[src/rtl/iefilt_pkg.sv]
package iefilt_pkg;

	typedef logic [2:0] verdict_t;

	localparam verdict_t VERDICT_MATCH      = 3'd0;
	localparam verdict_t VERDICT_TOO_SHORT  = 3'd1;
	localparam verdict_t VERDICT_NOT_IPV4   = 3'd2;
	localparam verdict_t VERDICT_NOT_ICMP   = 3'd3;
	localparam verdict_t VERDICT_BAD_IHL    = 3'd4;
	localparam verdict_t VERDICT_NOT_EXPECT = 3'd5;
	localparam verdict_t VERDICT_BAD_CSUM   = 3'd6;

	localparam int MAX_FRAME_BYTES_DEF = 2048;
	localparam int ICMP_HEADER_BYTES   = 8;
	localparam int ETH_HDR_BYTES       = 14;
	localparam int MIN_FRAME_LEN       = 42;
	localparam int MAC_FIRST_POS       = 6;
	localparam int MAC_BYTES           = 6;
	localparam int ETYPE_HI_POS        = 12;
	localparam int ETYPE_LO_POS        = 13;
	localparam int IHL_POS             = 14;
	localparam int PROTO_POS           = 23;
	localparam int IHL_MIN             = 5;

	localparam logic [15:0] ETYPE_IPV4   = 16'h0800;
	localparam logic [7:0]  PROTO_ICMP   = 8'd1;
	localparam logic [7:0]  ECHO_REPLY   = 8'd0;
	localparam logic [7:0]  ECHO_CODE    = 8'd0;

	localparam int CFG_IDX_W  = 1;
	localparam int CFG_DATA_W = 16;
	localparam logic [CFG_IDX_W-1:0] CFG_EXPECTED_IDENT    = 1'd0;
	localparam logic [CFG_IDX_W-1:0] CFG_EXPECTED_SEQUENCE = 1'd1;

	localparam logic [15:0] IDENT_RESET    = 16'd0;
	localparam logic [15:0] SEQUENCE_RESET = 16'd1;

endpackage

[src/rtl/icmp_echo_reply_frame_filter_core.sv]
// icmp echo reply filter for a received ethernet frame
//
// frame channel: one frame byte per request (frame_byte, frame_end marks the
// last byte), taken when frame_valid is high and frame_stall is low. a new
// byte can be taken every cycle that frame_stall is low, so a frame streams at one byte per cycle.
// result channel: one request per frame (verdict, source_mac), offered on
// result_valid and held while result_stall is high.
// after the last byte is taken, the snapshot stage captures the frame fields
// and the output stage registers the verdict judged from them.
// frame_stall only rises when a finished result is held by result_stall and
// a second finished frame waits behind it; otherwise bytes keep flowing.
// the cfg port writes the expected identifier and sequence number; write it
// while no frame is in flight.
// reset clears the byte counter, the captured fields and the valid flags of
// both pipeline stages, and loads identifier 0 and sequence 1.
// bytes beyond MAX_FRAME_BYTES are ignored; the frame is judged on the rest.
module icmp_echo_reply_frame_filter_core #(
	parameter int MAX_FRAME_BYTES = iefilt_pkg::MAX_FRAME_BYTES_DEF
) (
	input  logic                                  clk,
	input  logic                                  arst_n,
	input  logic                                  frame_valid,
	output logic                                  frame_stall,
	input  logic [7:0]                            frame_byte,
	input  logic                                  frame_end,
	output logic                                  result_valid,
	input  logic                                  result_stall,
	output iefilt_pkg::verdict_t                  verdict,
	output logic [47:0]                           source_mac,
	input  logic                                  cfg_we,
	input  logic [iefilt_pkg::CFG_IDX_W-1:0]      cfg_index,
	input  logic [iefilt_pkg::CFG_DATA_W-1:0]     cfg_data
);
	import iefilt_pkg::*;

	localparam int PosW = $clog2(MAX_FRAME_BYTES + 1);
	localparam logic [PosW-1:0] PosMax = PosW'(MAX_FRAME_BYTES);

	// per-frame capture state
	logic [PosW-1:0] pos_q;
	logic [47:0]     mac_q;
	logic [15:0]     etype_q;
	logic [3:0]      ihl_q;
	logic [7:0]      proto_q;
	logic [7:0]      hdr_q [ICMP_HEADER_BYTES];

	logic [15:0] ident_q;
	logic [15:0] seq_q;

	// snapshot of a finished frame
	logic            valid_s1;
	logic [PosW-1:0] pos_s1;
	logic [47:0]     mac_s1;
	logic [15:0]     etype_s1;
	logic [3:0]      ihl_s1;
	logic [7:0]      proto_s1;
	logic [7:0]      hdr_s1 [ICMP_HEADER_BYTES];

	logic            out_valid_q;
	verdict_t        verdict_q;
	logic [47:0]     mac_out_q;

	logic            accept;
	logic            adv_s1;
	logic            capture;
	logic [3:0]      ihl_cur;
	logic [PosW-1:0] start;
	logic [PosW-1:0] off;
	logic            in_hdr;
	logic [PosW-1:0] pos_n;
	logic [47:0]     mac_n;
	logic [15:0]     etype_n;
	logic [3:0]      ihl_n;
	logic [7:0]      proto_n;
	logic [7:0]      hdr_n [ICMP_HEADER_BYTES];

	assign adv_s1      = !out_valid_q || !result_stall;
	assign frame_stall = valid_s1 && !adv_s1;
	assign accept      = frame_valid && !frame_stall;

	always_comb begin
		capture = pos_q < PosMax;
		// the ihl byte itself already moves the icmp window
		ihl_cur = (pos_q == PosW'(IHL_POS)) ? frame_byte[3:0] : ihl_q;
		start   = PosW'(ETH_HDR_BYTES) + PosW'({ihl_cur, 2'b00});
		off     = pos_q - start;
		in_hdr  = capture && (pos_q >= start) && (off < PosW'(ICMP_HEADER_BYTES));

		pos_n   = capture ? pos_q + PosW'(1) : pos_q;
		mac_n   = mac_q;
		etype_n = etype_q;
		ihl_n   = ihl_q;
		proto_n = proto_q;
		for (int i = 0; i < ICMP_HEADER_BYTES; i++) begin
			hdr_n[i] = hdr_q[i];
		end
		if (capture) begin
			for (int i = 0; i < MAC_BYTES; i++) begin
				if (pos_q == PosW'(MAC_FIRST_POS + i)) begin
					mac_n[8*(MAC_BYTES-1-i) +: 8] = frame_byte;
				end
			end
			if (pos_q == PosW'(ETYPE_HI_POS) || pos_q == PosW'(ETYPE_LO_POS)) begin
				etype_n = {etype_q[7:0], frame_byte};
			end
			if (pos_q == PosW'(IHL_POS)) begin
				ihl_n = frame_byte[3:0];
			end
			if (pos_q == PosW'(PROTO_POS)) begin
				proto_n = frame_byte;
			end
			if (in_hdr) begin
				hdr_n[off[$clog2(ICMP_HEADER_BYTES)-1:0]] = frame_byte;
			end
		end
	end

	always_ff @(posedge clk or negedge arst_n) begin
		if (!arst_n) begin
			pos_q   <= '0;
			mac_q   <= '0;
			etype_q <= '0;
			ihl_q   <= '0;
			proto_q <= '0;
			for (int i = 0; i < ICMP_HEADER_BYTES; i++) begin
				hdr_q[i] <= '0;
			end
		end else if (accept) begin
			if (frame_end) begin
				pos_q   <= '0;
				mac_q   <= '0;
				etype_q <= '0;
				ihl_q   <= '0;
				proto_q <= '0;
				for (int i = 0; i < ICMP_HEADER_BYTES; i++) begin
					hdr_q[i] <= '0;
				end
			end else begin
				pos_q   <= pos_n;
				mac_q   <= mac_n;
				etype_q <= etype_n;
				ihl_q   <= ihl_n;
				proto_q <= proto_n;
				for (int i = 0; i < ICMP_HEADER_BYTES; i++) begin
					hdr_q[i] <= hdr_n[i];
				end
			end
		end
	end

	always_ff @(posedge clk or negedge arst_n) begin
		if (!arst_n) begin
			ident_q <= IDENT_RESET;
			seq_q   <= SEQUENCE_RESET;
		end else if (cfg_we) begin
			case (cfg_index)
				CFG_EXPECTED_IDENT:    ident_q <= cfg_data;
				CFG_EXPECTED_SEQUENCE: seq_q   <= cfg_data;
				default: ;
			endcase
		end
	end

	always_ff @(posedge clk or negedge arst_n) begin
		if (!arst_n) begin
			valid_s1 <= 1'b0;
		end else if (accept && frame_end) begin
			valid_s1 <= 1'b1;
		end else if (adv_s1) begin
			valid_s1 <= 1'b0;
		end
	end

	always_ff @(posedge clk) begin
		if (accept && frame_end) begin
			pos_s1   <= pos_n;
			mac_s1   <= mac_n;
			etype_s1 <= etype_n;
			ihl_s1   <= ihl_n;
			proto_s1 <= proto_n;
			for (int i = 0; i < ICMP_HEADER_BYTES; i++) begin
				hdr_s1[i] <= hdr_n[i];
			end
		end
	end

	// judge the snapshot
	logic [PosW-1:0] icmp_end_s1;
	logic [15:0]     w0, w2, w4, w6;
	logic [17:0]     sum;
	logic [16:0]     fold1;
	logic [15:0]     fold2;
	logic [15:0]     calc;
	verdict_t        verdict_n;

	always_comb begin
		icmp_end_s1 = PosW'(ETH_HDR_BYTES + ICMP_HEADER_BYTES) + PosW'({ihl_s1, 2'b00});
		w0    = {hdr_s1[0], hdr_s1[1]};
		w2    = {hdr_s1[2], hdr_s1[3]};
		w4    = {hdr_s1[4], hdr_s1[5]};
		w6    = {hdr_s1[6], hdr_s1[7]};
		sum   = 18'(w0) + 18'(w4) + 18'(w6);
		fold1 = 17'(sum[17:16]) + 17'(sum[15:0]);
		fold2 = fold1[15:0] + 16'(fold1[16]);
		calc  = ~fold2;

		if (pos_s1 < PosW'(MIN_FRAME_LEN)) begin
			verdict_n = VERDICT_TOO_SHORT;
		end else if (etype_s1 != ETYPE_IPV4) begin
			verdict_n = VERDICT_NOT_IPV4;
		end else if (proto_s1 != PROTO_ICMP) begin
			verdict_n = VERDICT_NOT_ICMP;
		end else if (ihl_s1 < 4'(IHL_MIN)) begin
			verdict_n = VERDICT_BAD_IHL;
		end else if (pos_s1 < icmp_end_s1) begin
			verdict_n = VERDICT_TOO_SHORT;
		end else if (hdr_s1[0] != ECHO_REPLY || hdr_s1[1] != ECHO_CODE ||
				w4 != ident_q || w6 != seq_q) begin
			verdict_n = VERDICT_NOT_EXPECT;
		end else if (calc != w2) begin
			verdict_n = VERDICT_BAD_CSUM;
		end else begin
			verdict_n = VERDICT_MATCH;
		end
	end

	always_ff @(posedge clk or negedge arst_n) begin
		if (!arst_n) begin
			out_valid_q <= 1'b0;
		end else if (adv_s1) begin
			out_valid_q <= valid_s1;
		end
	end

	always_ff @(posedge clk) begin
		if (adv_s1 && valid_s1) begin
			verdict_q <= verdict_n;
			mac_out_q <= mac_s1;
		end
	end

	assign result_valid = out_valid_q;
	assign verdict      = verdict_q;
	assign source_mac   = mac_out_q;

endmodule

[config.mk]
export PLATFORM = sky130hd
export DESIGN_NAME = icmp_echo_reply_frame_filter_core
export DESIGN_NICKNAME = d
export VERILOG_FILES = /design/src/rtl/iefilt_pkg.sv /design/src/rtl/icmp_echo_reply_frame_filter_core.sv
export SDC_FILE = /design/constraint.sdc
export NUM_CORES = 1
export LEC_CHECK = 0
export ABC_CLOCK_PERIOD_IN_PS = 15900
export BUFFER_PORTS_ARGS = -buffer_cell sky130_fd_sc_hd__buf_2
export CAP_MARGIN = 20
export CORE_MARGIN = 4
export CORE_UTILIZATION = 60
export DETAILED_ROUTE_END_ITERATION = 16
export PLACE_DENSITY = 0.88
export SLEW_MARGIN = 10
export SYNTH_ARGS = -nofsm -noshare
export SYNTH_HDL_FRONTEND = slang
export SYNTH_SLANG_ARGS = --single-unit
[constraint.sdc]
create_clock -name clk -period 15.9 [get_ports clk]
set_clock_uncertainty 0.05 [all_clocks]
set_input_delay 1.59 -clock clk [delete_from_list [all_inputs] [get_ports clk]]
set_output_delay 1.59 -clock clk [all_outputs]
set_load 0.01 [all_outputs]
==> impl_metrics.tcl <==
set metrics [dict create \
    status "finished clean" \
    root_buffer "clkbuf_16" \
    clock_sinks 388 \
    numCtsBuffers 40 \
    synthArstFlopShare_pct 47.9 \
    syn-num-nets 1321 \
    maxSlewHeadroom_pct 25.8 \
    cts_hold_buf 0 \
    seq_area_frac_synth_pct 60.5 \
    vdd_drop_max_v 0.0000932 \
    ctsHtreeMaxLevel 2 \
    dominantRegCellSynth "edfxtp_1" \
    min_path_type "flop to flop" \
    synth_mux_area_share_pct 11.1 \
    fmax_mhz 121 \
    syn-cell-area_um2 17700 \
    cpMostUsedCell "ha_1" \
    grt_pass1_vias 11800 \
    cts_tree "yes" \
    grt_max_degree 100 \
    slew_violations 0 \
    grt_use_total_pct 26.0 \
    overflow 0 \
    clock_latency_ns 0.55 \
    diodes 0 \
    initial_utilization_pct 61.3 \
    nFillCells 1833 \
    postSynthAreaPerCell_um2 14.4 \
    utilization_pct 68.5 \
    synth_cells 1235 \
    max-cap-violations 0 \
    synth-edff-count 202 \
    tightest_slew_ns 1.11 \
    critPathMaxStageDelay_ns 0.64 \
    ys_warn_count 0 \
    layout_worst_path_cycle_share_pct 52.1 \
    drt_wl_total_um 42500 \
    crit_path_max_fanout 8 \
    setup_violations 0 \
    clk_pin_slew_ns 0.06 \
    crit_buf_inv 0 \
    io_buffers 83 \
    leakagePower_uw 0.00831 \
    cts_buffer_depth 3 \
    wl_per_cell_um 24.6 \
    crit_path_start_kind "flop" \
    synth_fa_ha_area_share_pct 4.64 \
    ys_seq_elements 388 \
    drive_gt1_share_pct 25.7 \
    antenna_found_initial 0 \
    grt_pass1_wl_um 67200 \
    path_class "flop to flop" \
    ant_nets 0 \
    area_delta_synth_final_pct 11.7 \
    die_h_um 180 \
    core_um2 28900 \
    cp_data_arrival_time_ns 8.46 \
    cp-end-kind "flop" \
    ctsResizeCount 0 \
    finalNetCount 1396 \
    crit_slowest_cell "or4b_1" \
    required_ns 16.08 \
    fin_tns_setup_ns 0 \
    synth-xor-area-share_pct 4.85 \
    synth-compound-area-share_pct 11.0 \
    p_per_area_nw_per_um2 115 \
    io_pins 84 \
    gp_congestion 0.912 \
    die_x_um 180 \
    dr.pass1.iters 7 \
    synth_top_family_by_area "multiplexers" \
    finalHoldViolations 0 \
    num_rows 62 \
    postCtsSetupRepairBufs 0 \
    dr.first_iter.drc_count 1196 \
    yosysUniqueCellTypes 79 \
    routed-via-count 11200 \
    rsz0062_at_grt "no" \
    period_needed_ns 8.28 \
    remaining_drc_errors 0 \
    die_area_um2 32400 \
    synthSimpleGateAreaFrac_pct 6.08 \
    hold_slack_ns 0.364 \
    critPathTopFamily "compound AO/OA/AOI/OAI gates" \
    via_per_inst 6.48 \
    dp_hpwl_um 26000 \
]
cells in the mapped netlist (4+ instances only):
library cell	n	share of area, %
xnor2_1	42	2.1
mux2_1	9	0.57
nor4_1	17	0.60
nand3_1	19	0.54
fa_1	18	2.0
mux2_2	162	10
nor2b_1	10	0.35
a21oi_1	23	0.65
o21a_1	4	0.17
nand2_1	48	1.0
nand4_1	10	0.35
a21o_1	8	0.34
mux2i_1	5	0.28
or3_1	4	0.14
nor3_2	4	0.23
a22o_1	142	7.0
and3_1	6	0.21
and2_1	7	0.25
dfrtp_1	185	26
or4_1	4	0.17
inv_1	23	0.49
a211o_1	4	0.20
o21ai_0	24	0.68
nor3_1	13	0.37
clkbuf_1	55	1.2
edfxtp_1	202	34
xor2_1	45	2.2
ha_1	37	2.6
nor2_1	35	0.74
registers in the layout (all words and copies together) (netlist names):
register and cells:
ihl_s1 4, ihl_q 4, valid_s1 1, seq_q 16, verdict 3, source_mac 48, etype_s1 16, proto_s1 8
etype_q 16, ident_q 16, mac_s1 48, hdr_s1 64, pos_q 12, proto_q 8, hdr_q 64, mac_q 48
result_valid 1, pos_s1 11
where the power goes:
part           total [µW]  internal, µW  switching [µW]
registers            1130          1100            27.6
clock network         905           508             397
logic                 255          93.0             162
through the flow:
step                      total power, µW  setup slack (ns)  instances  area [µm²]
after CTS                            2290              7.72       1723       19800
after global placement               1390              8.13       1650       18500
after floorplan                      1310              8.93       1235       17700
final                                2290              7.62       1725       19800
after global routing                 2370              6.92       1725       19800
after detailed placement             1400              7.79       1650       18500
metal layers:
layer	global-route usage (%)	vias up	share of wire, %
met5	0	-	0
met4	9.14	0	3.3
met3	4.02	108	6.6
met2	44.0	509	50
met1	34.8	5742	40
li1	-	4824	-
layout by cell type, fill, tap and decap left out, drive strengths merged, types with 7 or more instances in the layout:
master  count
edfxtp    202
dfrtp     185
mux2      171
a22o      142
buf        93
clkbuf     53
nand2      49
xor2       46
xnor2      45
ha         37
nor2       36
o21ai      26
inv        26
a21oi      24
nand3      19
nor4       19
fa         18
nor3       17
clkinv     16
nor2b      10
nand4      10
a21o        8
and2        7
logic make-up after synthesis:
family                     after synthesis
buffers and inverters                   84
DFF                                    388
AOI/OAI and AO/OA                      242
and+or+nand+nor                        198
xor gates and xnor gates                92
adders and majority gates               55
muxes                                  176
final cells by class:
class | instances | area, µm² | share of cell area, %
Clock buffer | 53 | 1090 | 5.51
Clock inverter | 20 | 183 | 0.922
Inverter | 24 | 95.1 | 0.480
Multi-Input combinational cell | 763 | 6730 | 34.0
Sequential cell | 388 | 10700 | 54.1
Tap cell | 384 | 480 | 2.43
Timing Repair Buffer | 93 | 513 | 2.59
worst paths after layout:
kind | startpoint | end | slack (ns) | depth (start not counted)
max | hdr_s1[1][10] | verdict[2] | 7.62 | 27
min | mac_s1[24] | source_mac[24] | 0.36 | 0
max reg2reg | hdr_s1[1][10] | verdict[2] | 7.62 | 27
min reg2reg | mac_s1[24] | source_mac[24] | 0.36 | 0
max in group asynchronous | arst_n | ident_q[6] | 13.55 | 2
min in group asynchronous | arst_n | mac_q[8] | 0.90 | 1
No activity file was read; power rests on OpenSTA's default activity.
